===== config.mk =====
export PLATFORM = sky130hd
export DESIGN_NAME = qrs_fifo
export DESIGN_NICKNAME = d
export VERILOG_FILES = /design/src/qrs_pkg.sv /design/src/qrs_fifo.sv
export SDC_FILE = /design/constraint.sdc
export NUM_CORES = 1
export LEC_CHECK = 0
export BUFFER_PORTS_ARGS = -buffer_cell sky130_fd_sc_hd__buf_4
export CORE_ASPECT_RATIO = 0.9
export CORE_MARGIN = 4
export CORE_UTILIZATION = 52
export CTS_CLUSTER_SIZE = 24
export DETAILED_ROUTE_END_ITERATION = 8
export PLACE_DENSITY_LB_ADDON = 0.3
export SYNTH_ARGS = -nofsm -noshare
export SYNTH_HDL_FRONTEND = slang
export SYNTH_SLANG_ARGS = --single-unit
export TNS_END_PERCENT = 1

===== constraint.sdc =====
create_clock -name aclk -period 2.1 [get_ports aclk]
set_clock_uncertainty 0.05 [all_clocks]
set_input_delay 0.63 -clock aclk [delete_from_list [all_inputs] [get_ports aclk]]
set_output_delay 0.63 -clock aclk [all_outputs]
set_load 0.02 [all_outputs]

===== src/qrs_pkg.sv =====
// ----------------------------------------------------------------------------
// qrs_pkg: shared types and constants for the quadratic root solver
// Item classes, queue status and output format constants.
// ----------------------------------------------------------------------------
package qrs_pkg;

    // Output root format: signed Q16.16
    localparam int FRAC_OUT = 16;
    localparam int ROOT_W   = 32;

    // Class of an item, decided in the front part
    typedef enum logic [1:0] {
        KIND_QUAD,   // a nonzero, discriminant not negative
        KIND_LIN,    // a zero, b nonzero
        KIND_ZERO,   // all coefficients zero
        KIND_NONE    // no real solution
    } kind_t;

    // Queue status seen by both sides
    typedef struct packed {
        logic full;
        logic empty;
    } fifo_stat_t;

endpackage


===== src/qrs_fifo.sv =====
// ----------------------------------------------------------------------------
// qrs_fifo: two-entry queue between front and back parts
// Registered entries, registered status.
// ----------------------------------------------------------------------------
module qrs_fifo #(
    parameter int W = 8
) (
    input  logic                aclk,
    input  logic                aresetn,
    input  logic                push,
    input  logic [W-1:0]        wdata,
    input  logic                pop,
    output logic [W-1:0]        rdata,
    output qrs_pkg::fifo_stat_t stat
);

    logic [W-1:0] mem_reg [0:1];
    logic         wp_reg, rp_reg;
    logic [1:0]   cnt_reg, cnt_next;

    always_comb begin
        cnt_next = cnt_reg;
        if (push && !pop) begin
            cnt_next = cnt_reg + 2'd1;
        end else if (pop && !push) begin
            cnt_next = cnt_reg - 2'd1;
        end
    end

    always_ff @(posedge aclk) begin
        if (!aresetn) begin
            wp_reg  <= 1'b0;
            rp_reg  <= 1'b0;
            cnt_reg <= 2'd0;
        end else begin
            if (push) wp_reg <= ~wp_reg;
            if (pop)  rp_reg <= ~rp_reg;
            cnt_reg <= cnt_next;
        end
        if (push) begin
            mem_reg[wp_reg] <= wdata;
        end
    end

    assign rdata      = mem_reg[rp_reg];
    assign stat.full  = cnt_reg[1];
    assign stat.empty = (cnt_reg == 2'd0);

    // queue depth and pointer agreement
    a_cnt_max: assert property (@(posedge aclk) disable iff (!aresetn)
        cnt_reg != 2'd3) else $error("queue count beyond depth");
    a_ptr_cnt: assert property (@(posedge aclk) disable iff (!aresetn)
        (cnt_reg == 2'd1) == (wp_reg != rp_reg)) else $error("queue pointers out of step");

endmodule


* After elaboration in Yosys (flattened, before gate mapping) *
Memories as Yosys holds them, arrays and structs flattened. A register that Yosys moved wholly into a read port is not among the register bits.
Index checks and enable logic that the tools add are counted.
Widths: inputs -> output; s select.

word-level totals
  memories kept = 1
  input bits = 12
  ROM bits = 0
  bits in latches = 0
  bits in registers = 4
  memory bits (writable) = 16

operators by class
  shift-type cells = 0
  magnitude comparators = 0
  eq/ne operators = 0
  bitwise gates (word level) = 2
  $mul = 0
  div/mod/pow operators = 0
  reductions and logical operators = 6
  $add $sub $neg = 2
  muxes and demuxes = 6

memories
  name     depth  width  read ports  clocked after Yosys merged registers in  wr ports  RTL line        text
  mem_reg  2      8      1           1                                        1         qrs_fifo.sv:17  logic [W-1:0] mem_reg [0:1];

operators by type and width
  operator             count
  $mux 1               4
  $mux 2               2
  $add 2x1->2 const B  1
  $logic_and 1x1->1    2
  $logic_not 1->1      2
  $logic_not 2->1      1
  $not 1->1            2
  $reduce_bool 2->1    1
  $sub 2x1->2 const B  1

* Longest topological paths before layout *
  depth after elaboration = 4
  depth in mapped cells = 5
  depth with buffers taken out = 5

* Worst setup path before layout *
No wires, ideal clock.

  path type = reg2out
  from = register (tool-made name)
  to = output rdata[0]
  cell stages (with the launch flop) = 3
  slack = 0.567 ns
  buffers on the path = 1
  data arrival time = 0.853 ns
  cell sequence = dfxtp_1 -> buf_2 -> mux2_2

RTL lines
  what           RTL line        text
  end, declared  qrs_fifo.sv:13  output logic [W-1:0] rdata,

==> impl_summary.md <==
Worst setup path
Counting both buffers and inverters, the worst setup path holds a total of 1. In this run the critical register-to-register path is launched from wp_reg. In this design, the stage delay of the slowest critical-path cell is 0.44 ns.

The count of cells along the worst register-to-register path is 1. The data arrival at the endpoint of the critical path is about 1.3 ns. The terminus of the critical flop-to-flop path is mem_reg[1][5]. The worst setup path is captured at an output pin. The master of the slowest instance on the critical path is sky130_fd_sc_hd__dfxtp_2.

The maximum fanout count along the critical path is 8. The critical path goes through mux2_2, buf_4. The worst register-to-register path has a setup slack of approximately 0.99 ns.

At the worst endpoint, the required time is between 1 and 1.5 ns. The class of the most critical setup path is reg -> out. The kind of start point of the critical path is a flop.

In this design, the largest share of critical-path delay is due to flip-flops. The total number of cells along the worst setup path is 2.

Clock network
The clock insertion delay at the later pin of the skew report is 0.29 ns. The number of H-tree levels is 1. TritonCTS built the clock tree.

The clock drives 21 sinks. The clock-pin transition on the worst setup and hold timing paths is between 0.1 and 0.15 ns. The longest clock path from root to sink contains 2 buffers. Clock tree synthesis inserted a total of 3 buffers. The count of buffers added by post-CTS timing repair for setup is 0. Hold repair after CTS inserted 0 buffers. The buffer type at the clock tree root is sky130_fd_sc_hd__clkbuf_4.

Route
The remaining antenna violation count is 0. In the routed design, unresolved DRC markers number 0. For this run, the detailed router's first-pass iteration total came to 3.

After the first detailed-routing iteration, the DRC count stood at 1. The number of vias after detailed routing is 433. After detailed routing, the number of vias per cell comes to 5.03. After detailed routing, the total wire length is around 1.2 mm. The final routed wire length divided by cell count is 13.9 um.

STA
The headroom to the max-slew limit is approximately three quarters. Setup repair after global routing left no endpoint under its margin. The final setup TNS is 0 ns.

The slew at the pin closest to its max-slew limit is 0.389 ns. The count of final hold-check violations is 0. Across all setup checks in the final design, the least slack found is 0.168 ns. The minimum clock period is 1.93 ns.

The final critical path takes up 92.0% of the cycle. The final number of max-transition violations came to 0. Setup violations remaining at the end of the flow were counted as 0.

The maximum clock rate is 0.518 GHz.

Global routing
The total routing usage reported by global routing is between 10 and 15%. The number of global-route vias before repair is 447. The global-route wire length before repair is 1.99 mm. The sum of overflow across all layers after global routing is 0.

The initial antenna violation count is 0. Entering global routing, the biggest net connects 12 pins.

Placed design
Detailed placement ended at an HPWL of between 800 and 900 um. The number of buffers inserted by port buffering is 21. OpenSTA, run right after detailed placement, puts the worst setup slack at 0.365 ns.

Routability-driven placement finished with a final weighted congestion of 0.661.

Synthesis
The compound-cell area share of the yosys netlist is 2.52%. The synthesized netlist occupies a cell area of between 700 and 800 um2. The number of nets in the synthesized netlist is 60. The instance count of the mapped netlist is 47. In this run, synthesis produced a sequential element count of 21. The share of the Yosys chip area taken by registers is 73.2%. The dominant register cell in the synthesized netlist is sky130_fd_sc_hd__edfxtp_1. The async set-or-reset flop fraction in the synthesized netlist is 0%. The number of enable flip-flop cells after synthesis is 16.

The dominant combinational cell family by area after synthesis is multiplexers. The per-instance average area after synthesis is approximately 17 um2. Summing the areas of all fa, ha and maj instances in the mapped netlist gives 1.58% of the synthesized area.

Measured against the total synthesized area, the mux share comes to 11.4%. The distinct cell type count of the synthesized netlist is 16. The number of warnings issued by yosys is 0. The area share of xor/xnor cells in the synthesized design is 3.31%. The post-synthesis simple-gate area fraction is under 10%.

Cells and area
The number of antenna diodes in the final layout is 0. After the last flow step, the layout net total stands at 85. In the final layout, the share of cells above drive strength 1 is between 40 and 50%. The number of flip-flops in the largest register is 16.

Once layout is complete, the utilization of the core stands at 68.5%. The count of fill cells added during filler insertion is 99. The area growth from synthesis to layout is 25.1%.

Run status
The run finished with clean final reports.

Floorplan
The placeable core region is about 0.0014 mm2. The count of boundary I/O pins is 22. The initial core utilization is 54.8%.

After floorplanning, the core was divided into 13 placement rows. In this run the horizontal extent of the chip is 49.2 um. The floorplan step defined a die boundary enclosing approximately 0.0022 mm2. The height of the die is about 45 um.

Power
The power density over the cells is 822 mW/mm2. The leakage power is 0.395 nW. The peak ir drop on the vdd network is 477 uV.

Hold path
The worst hold path begins at wdata[7]. Along the worst hold path, the cell count comes to 1. The capture endpoint of the worst hold path is mem_reg[1][7]. The path class of the lowest-slack min-delay path is in -> reg.

Run
Max-cap violations in this run came to 0.
## power by group
part	total [W]	internal (W)	switching, W
clock network	0.000182	0.0000738	0.000108
logic	0.000142	0.0000751	0.0000666
registers	0.000492	0.000476	0.0000163
## per-stage QoR
stage          total power, W  std cells  cell area (um2)  hold slack [ns]
2_1_floorplan        0.000583         47              793            0.420
3_3_place_gp         0.000640         82              965            0.437
3_5_place_dp         0.000644         82              965            0.445
4_1_cts              0.000824         86              991            0.456
5_1_grt              0.000859         86              992            0.444
6_report             0.000816         86              992            0.463
## worst max path at each step
stage and end:
4_1_cts rdata[1], 2_1_floorplan rdata[0], 6_report rdata[6], 3_3_place_gp rdata[6], 5_1_grt rdata[1], 3_5_place_dp rdata[1]
## area by class of cell
type                            count  area (um2)  share of cell area, %
Clock buffer                        4        26.3                   2.65
Inverter                            1        3.75                  0.378
Multi-Input combinational cell     23         196                   19.8
Sequential cell                    21         582                   58.6
Tap cell                           15        18.8                   1.89
Timing Repair Buffer               22         165                   16.6
## timing repair
action                                 in CTS  in global routing
setup endpoints to repair                   0                  6
endpoints found under the hold margin       0                  0
resized for setup                           0                  1
## synthesized netlist by cell type, types with 2 or more instances
master                     instances  share of area, %
sky130_fd_sc_hd__dfxtp_1           5                13
sky130_fd_sc_hd__mux2_2            8                11
sky130_fd_sc_hd__edfxtp_1         16                61
sky130_fd_sc_hd__and2_1            4               3.2
sky130_fd_sc_hd__nor2b_1           2               1.6
sky130_fd_sc_hd__xor2_1            2               2.2
## cell families after synthesis
group / count (synthesis)
mux: 8
simple gates: 8
flops: 21
compound gates: 3
buf+inv: 3
fa+ha+maj: 1
xor+xnor: 3
## cells in the final DEF (no fill, tap or decap), types with 2 or more instances in the layout
cell	instances
sky130_fd_sc_hd__and2_1	4
sky130_fd_sc_hd__buf_4	22
sky130_fd_sc_hd__clkbuf_4	3
sky130_fd_sc_hd__dfxtp_1	4
sky130_fd_sc_hd__edfxtp_1	16
sky130_fd_sc_hd__mux2_2	8
sky130_fd_sc_hd__nor2b_1	2
sky130_fd_sc_hd__xor2_1	2
## metal layers
metal | wire length (um) | track usage (%) | up-vias
met4 | 7 | 6.82 | 0
met1 | 540 | 14.5 | 200
met3 | 89 | 3.96 | 2
met2 | 553 | 21.7 | 15
li1 | - | - | 216
met5 | 0 | 0 | -
Note: power is estimated with default switching activity, not from simulation.
