===== src/qrs_pkg.sv =====
// ----------------------------------------------------------------------------
// qrs_pkg: shared types and constants for the quadratic root solver
// Item classes, queue status and output format constants.
// ----------------------------------------------------------------------------
package qrs_pkg;

    // Output root format: signed Q16.16
    localparam int FRAC_OUT = 16;
    localparam int ROOT_W   = 32;

    // Class of an item, decided in the front part
    typedef enum logic [1:0] {
        KIND_QUAD,   // a nonzero, discriminant not negative
        KIND_LIN,    // a zero, b nonzero
        KIND_ZERO,   // all coefficients zero
        KIND_NONE    // no real solution
    } kind_t;

    // Queue status seen by both sides
    typedef struct packed {
        logic full;
        logic empty;
    } fifo_stat_t;

endpackage


===== src/qrs_front.sv =====
// ----------------------------------------------------------------------------
// qrs_front: input stage of the quadratic root solver
// Takes coefficients, forms b*b and |a*c|, the discriminant and the class.
// ----------------------------------------------------------------------------
module qrs_front #(
    parameter int CW = 16,
    parameter int DW = 2 * CW + 2
) (
    input  logic                    aclk,
    input  logic                    aresetn,
    input  logic                    in_valid,
    output logic                    in_ready,
    input  logic [CW-1:0]           in_a,
    input  logic [CW-1:0]           in_b,
    input  logic [CW-1:0]           in_c,
    input  qrs_pkg::fifo_stat_t     stat,
    output logic                    push,
    output logic [CW-1:0]           out_a,
    output logic [CW-1:0]           out_b,
    output logic [CW-1:0]           out_c,
    output logic [DW-1:0]           out_disc,
    output qrs_pkg::kind_t          out_kind
);

    logic            en;
    logic [CW-1:0]   mag_a, mag_b, mag_c;

    // stage 1
    logic            v1_reg;
    logic [CW-1:0]   a1_reg, b1_reg, c1_reg;
    logic [2*CW-1:0] bb1_reg, ac1_reg;
    logic            acpos1_reg;

    // stage 2
    logic            v2_reg;
    logic [CW-1:0]   a2_reg, b2_reg, c2_reg;
    logic [DW-1:0]   d2_reg;
    qrs_pkg::kind_t  k2_reg;

    logic [DW-1:0]   fl, bbx;
    logic            neg_disc;
    qrs_pkg::kind_t  kind_next;

    // advance unless the last stage holds an item the queue cannot take
    assign en       = !(v2_reg && stat.full);
    assign in_ready = en;
    assign push     = v2_reg && en;

    assign mag_a = in_a[CW-1] ? (~in_a + 1'b1) : in_a;
    assign mag_b = in_b[CW-1] ? (~in_b + 1'b1) : in_b;
    assign mag_c = in_c[CW-1] ? (~in_c + 1'b1) : in_c;

    // discriminant and class
    always_comb begin
        fl       = {ac1_reg, 2'b00};
        bbx      = {2'b00, bb1_reg};
        neg_disc = acpos1_reg && (fl > bbx);
        if (a1_reg == '0) begin
            if (b1_reg != '0) begin
                kind_next = qrs_pkg::KIND_LIN;
            end else if (c1_reg == '0) begin
                kind_next = qrs_pkg::KIND_ZERO;
            end else begin
                kind_next = qrs_pkg::KIND_NONE;
            end
        end else if (neg_disc) begin
            kind_next = qrs_pkg::KIND_NONE;
        end else begin
            kind_next = qrs_pkg::KIND_QUAD;
        end
    end

    always_ff @(posedge aclk) begin
        if (!aresetn) begin
            v1_reg <= 1'b0;
            v2_reg <= 1'b0;
        end else if (en) begin
            v1_reg <= in_valid;
            v2_reg <= v1_reg;
        end
        if (en) begin
            a1_reg     <= in_a;
            b1_reg     <= in_b;
            c1_reg     <= in_c;
            bb1_reg    <= mag_b * mag_b;
            ac1_reg    <= mag_a * mag_c;
            acpos1_reg <= (in_a[CW-1] == in_c[CW-1]) && (in_c != '0);
            a2_reg     <= a1_reg;
            b2_reg     <= b1_reg;
            c2_reg     <= c1_reg;
            d2_reg     <= acpos1_reg ? (bbx - fl) : (bbx + fl);
            k2_reg     <= kind_next;
        end
    end

    assign out_a    = a2_reg;
    assign out_b    = b2_reg;
    assign out_c    = c2_reg;
    assign out_disc = d2_reg;
    assign out_kind = k2_reg;

endmodule


===== config.mk =====
export PLATFORM = sky130hd
export DESIGN_NAME = qrs_front
export DESIGN_NICKNAME = d
export VERILOG_FILES = /design/src/qrs_pkg.sv /design/src/qrs_front.sv
export SDC_FILE = /design/constraint.sdc
export NUM_CORES = 1
export LEC_CHECK = 0
export ABC_AREA = 1
export BUFFER_PORTS_ARGS = -buffer_cell sky130_fd_sc_hd__buf_2
export CAP_MARGIN = 15
export CORE_MARGIN = 4
export CORE_UTILIZATION = 35
export CTS_BUF_LIST = sky130_fd_sc_hd__clkbuf_8
export DETAILED_ROUTE_END_ITERATION = 12
export HOLD_SLACK_MARGIN = 0.12
export MAX_ROUTING_LAYER = met4
export PLACE_DENSITY = 0.53
export SETUP_SLACK_MARGIN = 0.1
export SYNTH_ARGS = -nofsm -noshare
export SYNTH_HDL_FRONTEND = slang
export SYNTH_SLANG_ARGS = --single-unit

===== constraint.sdc =====
create_clock -name aclk -period 15.5 [get_ports aclk]
set_input_delay 1.55 -clock aclk [delete_from_list [all_inputs] [get_ports aclk]]
set_output_delay 1.55 -clock aclk [all_outputs]
set_load 0.02 [all_outputs]

# Yosys cells after proc, flatten, opt, wreduce, memory -nomap -nowiden
# Index checks and enable logic that the tools add are counted.
[totals] in_bits=53 output_inout_bits=86 wordCells=42 register_bits=199
[op_classes] magnitude_cmp=1 add_sub_neg=5 mul=2 muxes=8 n_eq_ne=1 reduce_logical=9 bitwise_logic=3
[op_table] op="multiplier 16 x 16 -> 32 bit" count=2
[op_table] op="adder 16 x 1 -> 16 bit (second input constant)" count=3
[op_table] op="2-to-1 mux 16 bit" count=3
[op_table] op="NOT 16 bit" count=3
[op_table] op="adder 32 x 34 -> 34 bit" count=1
[op_table] op="> comparator 34 x 32 -> 1 bit" count=1
[op_table] op="2-to-1 mux 34 bit" count=1
[op_table] op="subtractor 32 x 34 -> 34 bit" count=1
[op_table] op="logical NOT 16 bit" count=2
[op_table] op="nonzero test 16 bit" count=2
[op_table] op="2-to-1 mux 2 bit" count=3
[op_table] op="logical AND 1 bit" count=4
[op_table] op="== test 1 bit" count=1
[op_table] op="logical NOT 1 bit" count=1
[op_table] op="2-to-1 mux 1 bit" count=1

# Longest topological paths before layout
[depth] depth_word=4 depth_mapped=34 mapped_depth_nobuf=33

# Worst setup path after synthesis
# No wires, ideal clock.
[synth_path] kind="input to register" from="input port in_a[0]" to="register ac1_reg[26], data pin" stages=28 n_path_buf=2 t_arrival_ps=7330 required_ps=15241 path_slack_ps=7911 setup_ps=259 path_cell_list="inv_2 clkbuf_1 ha_1 nand2_2 nor3_4 nand2_2 nand2_2 o21ai_2 or2_1 nand2_2 buf_6 nand2_1 fa_1 fa_1 fa_1 inv_1 fa_1 fa_1 inv_1 fa_1 inv_1 ha_1 a21oi_1 a21boi_0 o21ai_0 nand2_1 nand3_1 xor2_1"
[synth_between] elab_chain_len=4
[synth_lines] item="start, declared" line_no="qrs_front.sv:13" text="input logic [CW-1:0] in_a,"
[synth_lines] item="NOT 16 bit" line_no="qrs_front.sv:49" text="assign mag_a = in_a[CW-1] ? (~in_a + 1'b1) : in_a;"
[synth_lines] item="adder 16 x 1 -> 16 bit" line_no="qrs_front.sv:49"
[synth_lines] item="2-to-1 mux 16 bit (*)" line_no="qrs_front.sv:49"
[synth_lines] item="multiplier 16 x 16 -> 32 bit (*)" line_no="qrs_front.sv:86" text="ac1_reg <= mag_a * mag_c;"
[synth_lines] item="end signal, assigned" line_no="qrs_front.sv:86"
[synth_lines] item="end, declared" line_no="qrs_front.sv:31" text="logic [2*CW-1:0] bb1_reg, ac1_reg;"
# Every way passes the cells marked *; elsewhere a longest branch is shown, timed or not.
# A chain may end at the register's enable or synchronous reset.

# Worst setup path after layout
[layout_path] from="input port in_b[0]" to="register bb1_reg[28], data pin"
[layout_between] elab_chain_len=4
[layout_lines] item="start, declared" line_no="qrs_front.sv:14" text="input logic [CW-1:0] in_b,"
[layout_lines] item="NOT 16 bit" line_no="qrs_front.sv:50" text="assign mag_b = in_b[CW-1] ? (~in_b + 1'b1) : in_b;"
[layout_lines] item="adder 16 x 1 -> 16 bit" line_no="qrs_front.sv:50"
[layout_lines] item="2-to-1 mux 16 bit (*)" line_no="qrs_front.sv:50"
[layout_lines] item="multiplier 16 x 16 -> 32 bit (*)" line_no="qrs_front.sv:85" text="bb1_reg <= mag_b * mag_b;"
[layout_lines] item="end signal, assigned" line_no="qrs_front.sv:85"
[layout_lines] item="end, declared" line_no="qrs_front.sv:31"
# Marks and branches as above.

==> impl_metrics.yaml <==
route:
  finalWirelength_um: 80650
  met2_length_um: 35950
  post_drt_wl_per_cell_um: 16.75
  route.detailed.drc: 0
  wl_met1_um: 37660
  num_vias: 23070
  drtIter0Drc: 1486
  dr.pass1.iters: 8
  met3WireLength_um: 4374
  top_layer_used: "met4"
  ant_nets: 0
  routed_via_density: 4.790
cells_and_area:
  drive_gt1_share_pct: 6.738
  areaGrowthSynthToFinish_pct: 7.627
  final-instance-count-excl-fill: 4816
  layout_common_cells: "nand2_1, inv_1, nor2_1, fa_1, ha_1"
  final_common_cell: "nand2_1"
  finalNetCount: 4416
  fin_area_sq_um: 30620
synthesis:
  synth-edff-count: 193
  yosys-mux-area-fraction_pct: 0.03519
  ys_seq_area_share_pct: 20.51
  async_flop_share_pct: 0
  synth_area_leaders: "fa_1, edfxtp_1, nand2_1"
  ys_ff_latch: 195
  synth_simple_gate_area_share_pct: 22.96
  synthCells: 3637
  synth_xor_area_share_pct: 2.573
  synth_area_sq_um: 28450
  synth_top_area_share_pct: 25.27
  yosysTopAreaCell: "fa_1"
  synth_compound_area_share_pct: 4.632
  ys.flop_type: "edfxtp_1"
  synth_fa_ha_area_share_pct: 36.79
  avgSynthCellArea_sq_um: 7.821
  synth_top_family_by_area: "adder cells"
  synth_warnings: 0
  yosysUniqueCellTypes: 50
global_route:
  antenna_found_initial: 2
  grt_pass1_wl_um: 129300
  grt_usage_pct: 19.79
  first_global_vias: 23500
  grt_max_degree: 70
  grt_overflow: 0
place:
  io_buffers: 136
  gp_routability_congestion: 0.9568
  place_worst_setup_slack_ns: 6.584
  hpwlAfterDp_um: 68950
  post_dp_cell_area_sq_um: 30220
  dpl.cell_count: 4783
clock_tree:
  postCtsHoldBufs: 0
  cts_root_buf: "clkbuf_8"
  cts_tree: "built"
  clockBufferDepth: 2
  cts_resized: 0
  clk_latency_ns: 0.54
  cts_buffers: 17
  post_cts_buffers: 0
  numClockSinks: 195
  htreeDepth: 4
  clk_pin_slew_worst_paths_ns: 0.11
worst_setup_path:
  slowest_delay_ns: 0.79
  endpoint_kind: "register"
  worst-path-buf-inv: 6
  worst-setup-path-type: "in2reg"
  critical-path-top-delay-family: "adder cells"
  start_kind: "input pin"
  critPathRequiredTime_ns: 15.79
  critPathSlowestCell: "xor2_2"
  cp_max_fo: 17
  worstPathArrival_ns: 8.74
timing:
  slew_headroom_pct: 28.87
  fin_crit_ns: 8.446
  finalHoldViolCount: 0
  rsz0062_at_grt: "false"
  report.final.slew_viol_count: 0
  setup_violations: 0
  worst_pin_slew_ns: 1.066
  fmax_mhz: 118.4
  post-route-period-util_pct: 54.49
  fin_skew_ns: 0.01989
  tns_ns: 0
  layout_setup_ws_ns: 7.054
floorplan:
  row_count: 104
  dieArea_sq_um: 85900
  die_x_um: 293.1
  ios: 139
  coreArea_sq_um: 80550
  initial_core_util_pct: 35.32
  die_h_um: 293.1
run:
  cap_violations: 0
status:
  status: "completed"
worst_hold_path:
  hp-class: "reg2reg"
[final cells by class]
cell class                 count  area, sq um
fill                        8536        49930
multi-input combinational   2540        19140
sequential                   195         5836
inverter                     842         3161
tap                         1060         1326
timing repair buffer         146        755.7
clock buffer                  18        247.7
clock inverter                14        150.1
antenna                        1        2.502
[cells in the mapped netlist (all sizes together) (7+ instances only)]
| library cell | n |
|---|---|
| or2 | 9 |
| nor4 | 12 |
| clkbuf | 19 |
| edfxtp | 193 |
| nor2 | 380 |
| and2 | 8 |
| xnor2 | 13 |
| buf | 51 |
| nand3b | 7 |
| nor3 | 44 |
| inv | 840 |
| a21o | 7 |
| ha | 262 |
| fa | 359 |
| a21oi | 111 |
| o21ai | 91 |
| nand2 | 944 |
| xor2 | 65 |
| nand4 | 41 |
| o21bai | 12 |
| nand3 | 138 |
[stage by stage]
| stage | hold WS (ns) | util [%] |
|---|---|---|
| 2_1_floorplan | 0.4174 | - |
| 3_3_place_gp | 0.4266 | 37.51 |
| 3_5_place_dp | 0.4268 | 37.51 |
| 4_1_cts | 0.4530 | 38.01 |
| 5_1_grt | 0.4641 | 38.01 |
| 6_report | 0.4531 | 38.01 |
[worst reg2reg max path, delay by kind of cell, from the launching register on]
kind / cells / cell delay [ns]
adder cells (fa/ha/maj): 1 / 0.50
flip-flops: 1 / 0.42
AND/OR/NAND/NOR: 9 / 1.37
[logic make-up (layout without fill, tap and decap cells)]
logic type | after synthesis | in the layout
AO/OA/AOI/OAI | 241 | 241
XOR/XNOR | 78 | 78
adder cells (fa/ha/maj) | 621 | 621
buffers and inverters | 912 | 1020
flip-flops | 195 | 195
multiplexers | 1 | 1
other | 2 | 13
AND/OR/NAND/NOR | 1587 | 1587
[routing by layer]
metal | GRT usage [%] | vias up
met2 | 30.21 | 575
met5 | - | -
met4 | 6.260 | 0
met1 | 27.56 | 11150
met3 | 2.457 | 95
li1 | - | 11250
[final timing paths]
path	to	from	cells past startpoint	slack (ns)
setup / recovery	bb1_reg[28]$_DFFE_PN_	in_b[0]	29	7.05
hold / removal	out_b[11]$_DFFE_PN_	b1_reg[11]$_DFFE_PN_	0	0.45
setup reg to reg	out_disc[32]$_DFFE_PN_	bb1_reg[19]$_DFFE_PN_	10	12.95
hold reg to reg	out_b[11]$_DFFE_PN_	b1_reg[11]$_DFFE_PN_	0	0.45
Power is left out: the tool's default activity adds up to more than one toggle a clock period on the data nets, which glitch-free logic cannot reach.
